[config.mk]
export PLATFORM = sky130hd
export DESIGN_NAME = pipt_front
export DESIGN_NICKNAME = d
export VERILOG_FILES = /design/src/sv/pipt_pkg.sv /design/src/sv/pipt_front.sv
export SDC_FILE = /design/constraint.sdc
export NUM_CORES = 1
export LEC_CHECK = 0
export BUFFER_PORTS_ARGS = -buffer_cell sky130_fd_sc_hd__buf_4
export CORE_MARGIN = 10
export CORE_UTILIZATION = 49
export CTS_BUF_LIST = sky130_fd_sc_hd__clkbuf_4 sky130_fd_sc_hd__clkbuf_8
export CTS_CLUSTER_SIZE = 12
export DETAILED_ROUTE_END_ITERATION = 8
export PLACE_DENSITY = 0.78
export SYNTH_ARGS = -nofsm -noshare
export SYNTH_HDL_FRONTEND = slang
export SYNTH_SLANG_ARGS = --single-unit
[constraint.sdc]
create_clock -name i_clk -period 3.65 [get_ports i_clk]
set_input_delay 0.1825 -clock i_clk [delete_from_list [all_inputs] [get_ports i_clk]]
set_output_delay 0.1825 -clock i_clk [all_outputs]
set_load 0.02 [all_outputs]
[src/sv/pipt_pkg.sv]
// Shared types and constants for the point-in-polygon test block.
// No dependencies; every other file of the block but pipt_ram imports this package.
package pipt_pkg;

    // Table size and coordinate width.
    localparam int MAX_VERTICES = 1024;
    localparam int COORD_WIDTH  = 32;

    // Fixed widths of the command fields and the count register.
    localparam int VINDEX_W = 10;
    localparam int CFG_W    = 11;

    // Derived widths: table address, clamped count, differences and products.
    localparam int ADDR_W = $clog2(MAX_VERTICES);
    localparam int NCNT_W = $clog2(MAX_VERTICES + 1);
    localparam int IDX_W  = (ADDR_W > VINDEX_W) ? ADDR_W : VINDEX_W;
    localparam int DIFF_W = COORD_WIDTH + 1;
    localparam int PROD_W = 2 * DIFF_W;

    // Command queue between front and back; the depth must be a power of two.
    localparam int QUEUE_DEPTH = 2;
    localparam int QPTR_W      = (QUEUE_DEPTH > 1) ? $clog2(QUEUE_DEPTH) : 1;
    localparam int QCNT_W      = $clog2(QUEUE_DEPTH + 1);

    typedef enum logic {
        CMD_WRITE = 1'b0,
        CMD_TEST  = 1'b1
    } t_cmd;

    // One classified command as it waits in the queue.
    typedef struct packed {
        t_cmd                          cmd;
        logic [ADDR_W-1:0]             slot;
        logic signed [COORD_WIDTH-1:0] x;
        logic signed [COORD_WIDTH-1:0] y;
    } t_item;

    // Head of the queue as seen by the back end.
    typedef struct packed {
        logic  valid;
        t_item item;
    } t_head;

endpackage

[src/sv/pipt_front.sv]
// Front end: accepts commands, classifies them and queues them for the back end.
// Depends on pipt_pkg.
module pipt_front (
    input  logic                  i_clk,
    input  logic                  i_rst_n,
    input  logic                  start,
    output logic                  busy,
    input  logic                  i_command,
    input  logic [9:0]            i_vertex_index,
    input  logic signed [31:0]    i_coord_x,
    input  logic signed [31:0]    i_coord_y,
    output pipt_pkg::t_head       o_head,
    input  logic                  i_pop
);
    import pipt_pkg::*;

    t_item                 r_mem [QUEUE_DEPTH];
    logic [QPTR_W-1:0]     r_wr_ptr;
    logic [QPTR_W-1:0]     r_rd_ptr;
    logic [QCNT_W-1:0]     r_count;

    logic                  accept;
    logic                  keep;
    logic                  push;
    logic                  pop;
    logic [IDX_W-1:0]      idx_wide;
    t_item                 item;

    // Classify the incoming transaction. Writes beyond the table are dropped.
    always_comb begin
        idx_wide  = IDX_W'(i_vertex_index);
        item.cmd  = t_cmd'(i_command);
        item.slot = ADDR_W'(idx_wide);
        item.x    = i_coord_x[COORD_WIDTH-1:0];
        item.y    = i_coord_y[COORD_WIDTH-1:0];
        keep      = (item.cmd == CMD_TEST) ||
                    ({1'b0, idx_wide} < (IDX_W + 1)'(MAX_VERTICES));
    end

    assign busy   = (r_count == QCNT_W'(QUEUE_DEPTH));
    assign accept = start && !busy;
    assign push   = accept && keep;
    assign pop    = i_pop && (r_count != '0);

    // Queue pointers and fill count.
    always_ff @(posedge i_clk) begin
        if (!i_rst_n) begin
            r_wr_ptr <= '0;
            r_rd_ptr <= '0;
            r_count  <= '0;
        end else begin
            if (push) begin
                r_wr_ptr <= r_wr_ptr + QPTR_W'(1);
            end
            if (pop) begin
                r_rd_ptr <= r_rd_ptr + QPTR_W'(1);
            end
            if (push && !pop) begin
                r_count <= r_count + QCNT_W'(1);
            end else if (pop && !push) begin
                r_count <= r_count - QCNT_W'(1);
            end
        end
    end

    // Queue storage.
    always_ff @(posedge i_clk) begin
        if (push) begin
            r_mem[r_wr_ptr] <= item;
        end
    end

    assign o_head.valid = (r_count != '0);
    assign o_head.item  = r_mem[r_rd_ptr];

endmodule

Yosys cells after proc, flatten, opt, wreduce, memory -nomap -nowiden

Memories as Yosys holds them, arrays and structs flattened. A register that Yosys moved wholly into a read port is not among the register bits.
Cells that the tools add are included.

$add $sub $neg: 4
Multipliers: 0
Div/mod/pow operators: 0
Magnitude comparators: 0
Equal/unequal tests: 1
Shift-type cells: 0
Mux-type cells: 6
Bitwise operators: 0
Reductions and logical operators: 9

Operator list:

| operator            | number |
|---|---|
| $logic_and 1x1->1   | 4 |
| $mux 1              | 4 |
| $mux 2              | 2 |
| $reduce_bool 2->1   | 2 |
| $logic_not 1->1     | 3 |
| $add 1x1->1 const B | 2 |
| $add 2x1->2 const B | 1 |
| $eq 2x2->1 const B  | 1 |
| $sub 2x1->2 const B | 1 |

Register bits after elaboration: 4
Latch bits: 0
Memory bits (writable): 150
Memory bits (read-only): 0
Input port bits: 79
Output and inout port bits: 77
Logic and storage cells: 24
Memories: 1

Memories:

| memory | words | width | rd ports | clocked after memory_dff | wr ports | RTL line         | text |
|---|---|---|---|---|---|---|---|
| r_mem  | 2     | 75    | 1        | 1                        | 1        | pipt_front.sv:17 | `t_item r_mem [QUEUE_DEPTH];` |

Logic depth before layout (Yosys ltp)

Word-level depth: 7
Gate-level depth with buffers: 7
Gate-level depth less buffers: 7

Worst setup path before layout

Ideal clock, no wire load.

Path kind: reg2reg
From: register r_count[0]
To: memory r_mem[0][0] (netlist bit) (enable)
Setup time: 0.496 ns
Arrival: 3.526 ns
Data required time: 3.154 ns
Setup slack: -0.372 ns
Stages on the path, launching flop included: 4
Buffers on the path: 0
Clock period less this slack: 4.022 ns
Cell sequence: dfxtp_1 > nand2b_1 > inv_2 > nor3_2

Word-level cells in the longest chain between the ends: 5

Ends and longest elaborated chain:

| element                      | RTL line         | text |
|---|---|---|
| start, declared              | pipt_front.sv:20 | `logic [QCNT_W-1:0] r_count;` |
| start signal, assigned       | pipt_front.sv:59 | `r_count <= r_count + QCNT_W'(1);` |
| start signal, assigned       | pipt_front.sv:61 | `r_count <= r_count - QCNT_W'(1);` |
| $eq 2x2->1                   | pipt_front.sv:40 | `assign busy = (r_count == QCNT_W'(QUEUE_DEPTH));` |
| named net busy               | pipt_front.sv:7  | `output logic busy,` |
| $logic_not 1->1              | pipt_front.sv:41 | `assign accept = start && !busy;` |
| $logic_and 1x1->1            | pipt_front.sv:41 |  |
| $mux 1                       | pipt_front.sv:68 | `if (push) begin` |
| $mux 1 (not written as such) | pipt_front.sv:69 | `r_mem[r_wr_ptr] <= item;` |
| end, declared                | pipt_front.sv:17 |  |

The timed path passes the listed nets, and every way through them passes these cells.

==> results.json <==
{
  "outcome": "completed",
  "initial_utilization": 0.498,
  "ys_seq_area_frac": 0.814,
  "wire_per_inst_um": 18.3,
  "die_h_um": 127,
  "fin_ws_ns": 1.34,
  "critPathMaxStageDelay_ns": 0.99,
  "synth_xor_area_frac": 0.00464,
  "finalNetCount": 582,
  "maxCapViolCount": 0,
  "worstSetupStartpointType": "flip-flop",
  "slew_headroom": 0.292,
  "row_count": 39,
  "rsz0062_at_grt": "no",
  "cts_resized": 0,
  "synthArstFlopShare": 0,
  "ys_ff_latch": 155,
  "n_fill_cell": 717,
  "clk_path_buf_depth": 2,
  "grt_pass1_wl_mm": 18.4,
  "first_pass_iters": 5,
  "cp_cell_sequence": "mux2_1 > buf_4",
  "drtIter0Drc": 179,
  "die-width_um": 127,
  "cp.required_ns": 3.47,
  "synth_simple_gate_area_frac": 0.0102,
  "dp_hpwl_mm": 7.26,
  "drc": 0,
  "synth_mux_area_frac": 0.149,
  "syn_area_per_cell_sq_um": 21.9,
  "grt_pass1_vias": 3475,
  "io_buffers": 155,
  "cts_buffers": 17,
  "cts_tree": "yes",
  "post-cts-setup-buffers": 0,
  "drv_slew": 0,
  "cpMaxStageDelayCell": "dfxtp_4",
  "hold_viol_final": 0,
  "synth_warnings": 0,
  "crit_path_end_kind": "output port",
  "grt.total_usage": 0.147,
  "synth_compound_area_frac": 0.00575,
  "cts-root-buf": "clkbuf_8",
  "syn_to_final_growth_pct": 43.6,
  "clock_power_share": 0.247,
  "yosys.cell_types.count": 24,
  "syn-num-nets": 338,
  "min_path_type": "in2reg",
  "core_sq_um": 11400,
  "p_comb_frac": 0.291,
  "vdd_drop_max_mv": 0.418,
  "syn_area_sq_um": 5660,
  "clkSinkCount": 155,
  "power.switching_mw": 1.58,
  "drt-total-wl_mm": 12.1,
  "final_common_cell": "buf_4",
  "place.gp.congestion": 0.650,
  "place_ws_ns": 1.72,
  "h-tree-depth": 4,
  "period_share": 0.632,
  "p_int_mw": 3.64,
  "setup_viol": 0,
  "clock.fmax_mhz": 434,
  "vias_per_cell": 4.82,
  "antenna_found_initial": 1,
  "vias": 3178,
  "switching_share": 0.303,
  "synth_ff_type": "edfxtp_1",
  "pwr-share-seq": 0.462,
  "synth_enable_flop_cells": 150,
  "grt-ovfl-total": 0,
  "power_density_nw_per_um2": 642,
  "netlist_instances": 258,
  "synth_top_family_by_area": "multiplexers",
  "yosys.area_share.adder": 0.00221,
  "clock_skew_ns": 0.00994,
  "worstMarginPinSlew_ns": 1.06,
  "p_leak_nw": 3.06,
  "drive_above_1_share": 0.419,
  "most-common-layout-cells": "buf_4, edfxtp_1, dlygate4sd3_1, mux2_1, mux2_2",
  "grt_max_degree": 76,
  "die_area_sq_um": 16200,
  "path_class": "reg2out",
  "clk_latency_ns": 0.43,
  "min_period_ns": 2.31,
  "critPathMaxFanout": 75,
  "boundaryPins": 156,
  "worst_ep_arrival_time_ns": 2.12,
  "ant_nets": 0,
  "clkTransAtPathRegs_ns": 0.08,
  "setup_tns_ns": 0
}
cell families after synthesis:
| kind of cell | count (synthesis) |
|---|---|
| xor+xnor | 3 |
| simple gates | 9 |
| compound gates | 5 |
| buf+inv | 10 |
| flops | 155 |
| fa+ha+maj | 1 |
| mux | 75 |
flip-flops by register name, indices dropped and copies added, names as in the netlist, named ones only:
signal,cells
r_count,2
r_mem,150
r_rd_ptr,1
r_wr_ptr,1
final timing paths:
path              startpoint           end  slack (ns)  cells past startpoint
setup / recovery   flip-flop    o_head[35]        1.34                      2
hold / removal         start      r_wr_ptr        0.11                      3
setup reg to reg  r_count[0]  r_mem[1][17]        1.74                      2
hold reg to reg   r_count[1]    r_count[1]        0.53                      2
power groups by stage:
stage          Clock, mW  Sequential, mW  Combinational (mW)
3_5_place_dp           0            2.46                1.46
2_1_floorplan          0            2.33               0.966
5_1_grt             1.40            2.45                1.62
3_3_place_gp           0            2.44                1.45
6_report            1.29            2.41                1.52
4_1_cts             1.32            2.42                1.54
cell type report:
class | count | area [sq um] | area share
repair buffers | 233 | 1940 | 0.239
inverters | 2 | 7.51 | 0.000924
clock inverters | 15 | 174 | 0.0214
multi-input cells | 93 | 985 | 0.121
well taps | 143 | 179 | 0.0220
flip-flops and latches | 155 | 4610 | 0.567
diodes | 1 | 2.50 | 0.000308
clock buffers | 17 | 234 | 0.0288
cell usage after synthesis (all sizes together), types with 2 or more instances:
master / n / area (sq um)
xnor2: 2 / 17.5
dfxtp: 5 / 100
mux2: 75 / 845
buf: 8 / 73.8
inv: 2 / 7.50
o21ai: 2 / 10.0
edfxtp: 150 / 4500
a21boi: 2 / 15.0
and2: 3 / 18.8
worst max-delay path, delay by kind of cell (launching register included):
| kind | cells | cell delay (ns) |
|---|---|---|
| DFF | 1 | 0.99 |
| muxes | 1 | 0.42 |
| buffers and inverters | 1 | 0.17 |
metal layers:
metal  vias to the layer above  part of all wire  routed length [um]  GRT usage
met5                         -                 0                   0          0
met4                         0             0.018                 217     0.0710
met2                       118              0.50                6090      0.245
met3                        17             0.083                 996     0.0579
li1                       1502                 -                   -          -
met1                      1541              0.39                4750      0.162
through the flow:
stage          hold WS [ns]  power [mW]  std cells  cell area, sq um  utilization
6_report              0.109        5.22        659              8130        0.715
5_1_grt               0.109        5.46        659              8130        0.715
4_1_cts              0.0917        5.28        658              8130        0.715
3_5_place_dp          0.371        3.92        550              6960        0.612
3_3_place_gp          0.368        3.89        550              6960        0.612
2_1_floorplan         0.281        3.29        258              5670            -
timing repair:
action	4_1_cts	5_1_grt
endpoints found under the hold margin	154	0
hold buffers	76	0
endpoints found under the setup margin	0	0
(Power assumes the default switching activity.)
